[src/rtl/nbge_pkg.sv]
// Shared types and constants for the n-body gravity Euler step unit.
package nbge_pkg;

   // Fixed field widths of the body data.
   localparam int POS_W  = 48;
   localparam int MASS_W = 40;
   localparam int ACC_W  = 64;
   localparam int DT_W   = 32;
   localparam int WIDE_W = 128;

   // Operation codes carried by an input transfer.
   localparam logic OP_LOAD = 1'b0;
   localparam logic OP_STEP = 1'b1;

   // Pairs closer than this distance (Q.24) are skipped.
   localparam logic [63:0] MIN_DIST = 64'd1678;

   // Operations of the shared arithmetic unit.
   typedef enum logic [1:0] {
      ARITH_MUL,
      ARITH_DIV,
      ARITH_SQRT
   } arith_op_type;

   typedef struct packed {
      arith_op_type        op;
      logic [WIDE_W-1:0]   a;
      logic [WIDE_W-1:0]   b;
   } arith_cmd_type;

   // Configuration values handed from the register bank to the sequencer.
   typedef struct packed {
      logic [31:0] gravity;
      logic [31:0] softening;
      logic [6:0]  body_count;
   } csr_type;

   // Sequencer states.
   typedef enum logic [4:0] {
      ST_IDLE,
      ST_LOAD,
      ST_CLEAR,
      ST_PA_I,
      ST_PA_J,
      ST_PA_D,
      ST_SQ,
      ST_ROOT,
      ST_CHECK,
      ST_FORCE,
      ST_MASS_I,
      ST_MASS_J,
      ST_MASS_C,
      ST_AX_MUL,
      ST_AX_DIV,
      ST_AX_MJ,
      ST_AX_MI,
      ST_ACC_I,
      ST_ACC_IW,
      ST_ACC_J,
      ST_ACC_JW,
      ST_U_RD,
      ST_U_MA,
      ST_U_MV
   } seq_state_type;

endpackage

[src/rtl/nbge_arith.sv]
// Shared iterative arithmetic unit: 64x64 multiply, 128-bit divide, square root.
module nbge_arith (
   input  logic                   clock,
   input  logic                   reset,
   input  logic                   start,
   input  nbge_pkg::arith_cmd_type cmd,
   output logic                   done,
   output logic [127:0]           result
);
   import nbge_pkg::*;

   logic            busy_ff, busy_in;
   logic            done_ff, done_in;
   arith_op_type    op_ff, op_in;
   logic [7:0]      cnt_ff, cnt_in;
   logic [127:0]    a_ff, a_in;
   logic [127:0]    b_ff, b_in;
   logic [127:0]    acc_ff, acc_in;
   logic [127:0]    rem_ff, rem_in;

   logic [31:0]     a_half, b_half;
   logic [63:0]     pp;
   logic [127:0]    pp_sh;
   logic [128:0]    dtrial, ddiff;
   logic            dge;
   logic [67:0]     srem, strial, sdiff;
   logic            sge;
   logic [7:0]      last_cnt;

   // One 32x32 partial product a cycle, placed by the half indices.
   always_comb begin
      a_half = cnt_ff[1] ? a_ff[63:32] : a_ff[31:0];
      b_half = cnt_ff[0] ? b_ff[63:32] : b_ff[31:0];
      pp     = 64'(a_half) * 64'(b_half);
      if (cnt_ff[1] && cnt_ff[0]) begin
         pp_sh = {pp, 64'b0};
      end else if (cnt_ff[1] || cnt_ff[0]) begin
         pp_sh = {32'b0, pp, 32'b0};
      end else begin
         pp_sh = {64'b0, pp};
      end
   end

   // Restoring division: one quotient bit a cycle.
   always_comb begin
      dtrial = {rem_ff, a_ff[127]};
      dge    = dtrial >= {1'b0, b_ff};
      ddiff  = dtrial - {1'b0, b_ff};
   end

   // Digit-by-digit square root: one root bit a cycle.
   always_comb begin
      srem   = {rem_ff[65:0], a_ff[127:126]};
      strial = {2'b0, acc_ff[63:0], 2'b01};
      sge    = srem >= strial;
      sdiff  = srem - strial;
   end

   always_comb begin
      case (op_ff)
         ARITH_MUL:  last_cnt = 8'd3;
         ARITH_DIV:  last_cnt = 8'd127;
         ARITH_SQRT: last_cnt = 8'd63;
         default:    last_cnt = 8'd3;
      endcase
   end

   // Next-value logic for the iteration registers.
   always_comb begin
      busy_in = busy_ff;
      done_in = 1'b0;
      op_in   = op_ff;
      cnt_in  = cnt_ff;
      a_in    = a_ff;
      b_in    = b_ff;
      acc_in  = acc_ff;
      rem_in  = rem_ff;
      if (!busy_ff) begin
         if (start) begin
            busy_in = 1'b1;
            op_in   = cmd.op;
            cnt_in  = 8'd0;
            a_in    = cmd.a;
            b_in    = cmd.b;
            acc_in  = '0;
            rem_in  = '0;
         end
      end else begin
         case (op_ff)
            ARITH_MUL: begin
               acc_in = acc_ff + pp_sh;
            end
            ARITH_DIV: begin
               rem_in = dge ? ddiff[127:0] : dtrial[127:0];
               acc_in = {acc_ff[126:0], dge};
               a_in   = {a_ff[126:0], 1'b0};
            end
            ARITH_SQRT: begin
               rem_in = {60'b0, (sge ? sdiff : srem)};
               acc_in = {64'b0, acc_ff[62:0], sge};
               a_in   = {a_ff[125:0], 2'b0};
            end
            default: begin
               acc_in = acc_ff;
            end
         endcase
         cnt_in = cnt_ff + 8'd1;
         if (cnt_ff == last_cnt) begin
            busy_in = 1'b0;
            done_in = 1'b1;
         end
      end
   end

   always_ff @(posedge clock) begin
      if (reset) begin
         busy_ff <= 1'b0;
         done_ff <= 1'b0;
         op_ff   <= ARITH_MUL;
         cnt_ff  <= 8'd0;
      end else begin
         busy_ff <= busy_in;
         done_ff <= done_in;
         op_ff   <= op_in;
         cnt_ff  <= cnt_in;
      end
   end

   always_ff @(posedge clock) begin
      a_ff   <= a_in;
      b_ff   <= b_in;
      acc_ff <= acc_in;
      rem_ff <= rem_in;
   end

   assign done   = done_ff;
   assign result = acc_ff;

endmodule

[config.mk]
export PLATFORM = sky130hd
export DESIGN_NAME = nbge_arith
export DESIGN_NICKNAME = d
export VERILOG_FILES = /design/src/rtl/nbge_pkg.sv /design/src/rtl/nbge_arith.sv
export SDC_FILE = /design/constraint.sdc
export NUM_CORES = 2
export LEC_CHECK = 0
export ABC_CLOCK_PERIOD_IN_PS = 17150
export BUFFER_PORTS_ARGS = -buffer_cell sky130_fd_sc_hd__buf_2
export CAP_MARGIN = 20
export CELL_PAD_IN_SITES_DETAIL_PLACEMENT = 1
export CELL_PAD_IN_SITES_GLOBAL_PLACEMENT = 1
export CORE_MARGIN = 2
export CORE_UTILIZATION = 40
export DETAILED_ROUTE_END_ITERATION = 10
export GPL_TIMING_DRIVEN = 0
export HOLD_SLACK_MARGIN = 0.08
export PLACE_DENSITY = 0.69
export SLEW_MARGIN = 20
export SYNTH_ARGS = -nofsm -noshare
export SYNTH_HDL_FRONTEND = slang
export SYNTH_SLANG_ARGS = --single-unit
[constraint.sdc]
create_clock -name clock -period 17.15 [get_ports clock]
set_input_delay 3.43 -clock clock [delete_from_list [all_inputs] [get_ports clock]]
set_output_delay 3.43 -clock clock [all_outputs]
set_load 0.02 [all_outputs]
==> qor.yml <==
status: "finished clean"
worstHoldPathType: "flop to flop"
cts_num_sinks: 524
grt_use_met2_pct: 57.40
ys_ff_latch: 524
nets: 11590
io_pins: 390
detail_route.wl_per_cell_um: 30.29
synth.area.top_cells: "fa_1 (23%), edfxtp_1 (20%), ha_1 (9.4%)"
finalHoldViolCount: 0
start_util_pct: 40.26
htreeDepth: 3
ys.flop_type: "edfxtp_1"
synth_edf_count: 512
core-area_um2: 195000
track_usage_pct: 37.73
slew_viol_final: 0
cp.depth: 46
num_vias: 73860
drt_iter0_markers: 6602
clk-insertion-delay-late_ns: 0.79
fin_cells: 12540
worstPathMaxFanout: 10
crit_arrival_ns: 17.12
grt_pass1_wl_mm: 544.8
worstHoldPathCells: 2
max_stage_delay_ns: 0.93
async_flop_share_pct: 0
cts.clk_slew.worst_paths_ns: 0.06
die_area_um2: 199800
drive_gt1_share_pct: 7.709
gp_congestion: 1.018
fin_crit_sh_pct: 97.05
clock_path_buffers: 3
rows: 162
finalWirelength_mm: 379.8
dp_hpwl_mm: 321.7
syn_to_final_growth_pct: 11.00
die_h_um: 447.0
rsz0062_at_grt: "false"
yosysWarnings: 0
syn_area_um2: 78500
post-route-drc-count: 0
busiest_layer: "met2"
synth.yosys.seq_area_share_pct: 19.89
vias_per_cell: 5.890
antenna_found_initial: 44
cp_num_buf_inv: 9
use_met1_pct: 50.14
gr-usage-met3_pct: 6.011
max_cap_violations: 0
grt_max_degree: 91
syn_inst: 9341
cts_root_buf: "clkbuf_16"
ant_nets: 0
end_kind: "flop"
syn-num-nets: 11090
synth_area_per_cell_um2: 8.404
gr-total-overflow: 0
slew_headroom_pct: 14.23
first_pass_iters: 6
cts_tree: "yes"
portBuffers: 389
tightest_slew_ns: 1.284
critPathKind: "flop to flop"
worst_setup_path_start_kind: "flop"
path_delay_family: "adder cells"
max_freq_mhz: 60.08
nFillCells: 23470
cp.required_ns: 17.63
finalSetupViolations: 0
crit_top_cell: "fa_1"
critPathSlowestCell: "mux2i_2"
numCtsBuffers: 73
worst-r2r-cell-count: 46
fin_worst_skew_ns: 0.07692
period_needed_ns: 16.64
synth_top_cell_by_area: "fa_1"
synth_cell_types: 106
die_w_um: 447.0
synth_top_area_share_pct: 22.90
grt_pass1_vias: 76720
dp.cells: 12390
[cell type report]
cell class / count / area (um2) / share of cell area (%)
Tap cell: 2624 / 3283 / 3.768
Clock buffer: 91 / 1978 / 2.270
Inverter: 1248 / 4692 / 5.384
Clock inverter: 43 / 425.4 / 0.4882
Antenna cell: 17 / 42.54 / 0.04882
Timing Repair Buffer: 423 / 2639 / 3.028
Buffer: 513 / 2011 / 2.307
Sequential cell: 524 / 15620 / 17.92
Multi-Input combinational cell: 7056 / 56460 / 64.79
[cells by family (layout without fill, tap and decap cells)]
family / Yosys count / in the layout / synth area share (%)
and+or+nand+nor: 2861 / 2861 / 15.58
other: 0 / 17 / 0
adders and majority gates: 1487 / 1487 / 32.29
AOI/OAI and AO/OA: 2121 / 2121 / 16.78
buffers and inverters: 1761 / 2318 / 8.503
xor gates and xnor gates: 364 / 364 / 4.061
DFF: 524 / 524 / 19.89
muxes: 223 / 223 / 2.899
[layout by cell type (no fill, tap or decap), types with 53 or more instances in the layout]
cell,netlist,routed
inv_1,1246,1245
nor2_1,1197,1193
nand2_1,1015,1015
fa_1,898,898
a21oi_1,823,822
ha_1,589,589
edfxtp_1,512,512
buf_2,46,438
clkbuf_1,415,415
o21ai_0,375,375
xnor2_1,236,236
a21o_1,228,228
mux2i_1,188,172
nand4_1,166,166
xor2_1,128,128
o21bai_1,113,113
nand3_1,92,92
nor3_1,87,87
clkbuf_16,0,76
and2_1,66,66
a211oi_1,64,63
o21a_1,54,54
a31oi_1,53,53
[routing by layer]
metal  routed length, um  vias to the layer above
li1                    -                    32250
met1              156600                    37540
met2              166200                     3220
met3               28600                      837
met4               28300                       18
met5                 114                        -
[final timing paths]
path / from / slack (ns) / end
setup / recovery: cnt_ff[1] / 0.51 / result[122]
hold / removal: cnt_ff[7] / 0.51 / cnt_ff[7]
setup reg to reg: cnt_ff[1] / 0.51 / result[122]
hold reg to reg: cnt_ff[7] / 0.51 / cnt_ff[7]
[synth_stat cells (22+ instances only)]
cell and instances:
inv_1 1246, nor2_1 1197, nand2_1 1015, fa_1 898, a21oi_1 823, ha_1 589, edfxtp_1 512, clkbuf_1 415
o21ai_0 375, xnor2_1 236, a21o_1 228, mux2i_1 188, nand4_1 166, xor2_1 128, o21bai_1 113, nand3_1 92
nor3_1 87, and2_1 66, a211oi_1 64, o21a_1 54, o21ai_1 54, a31oi_1 53, buf_1 51, buf_2 46
and3_1 43, a21boi_0 42, nand2b_1 40, nor2b_1 40, mux2_2 34, o211ai_1 32, a22oi_1 31, nor4_1 29
o31ai_1 27, or3_1 25, a21boi_1 24, or2_2 22
[per-stage QoR]
step	setup TNS, ns	hold slack (ns)	setup WS [ns]	instance area [um2]	utilization [%]
final	0	0.5135	0.5056	87140	44.69
after global routing	0	0.5459	0.1213	87130	44.69
after CTS	0	0.5121	0.7585	87080	44.66
after floorplan	0	0.4519	2.121	78500	-
after global placement	-1043.23	0.4632	-4.121	83730	42.94
after detailed placement	0	0.5038	0.8361	84670	43.42
[worst reg2reg max path: cells and delay by family (launching register included)]
family                   cells  cell delay (ns)
adder cells (fa/ha/maj)     10             5.04
multiplexers                 1             0.93
AO/OA/AOI/OAI               20             5.04
buffers and inverters        9             2.95
XOR/XNOR                     2             1.04
flip-flops                   1             0.60
AND/OR/NAND/NOR              4             0.80
[flip-flops by register name, summed over array words and instances, names as in the netlist]
name     count
b_ff       128
cnt_ff       8
busy_ff      1
a_ff       128
rem_ff     128
result     128
done         1
op_ff        2
[timing repair]
action                                  4_1_cts  5_1_grt
resized for setup                             0        3
setup buffers                                 0        0
hold buffers                                  0        0
endpoints found under the setup margin        0        1
Power is left out: the tool's default activity adds up to more than one toggle a clock period on the data nets, which glitch-free logic cannot reach.
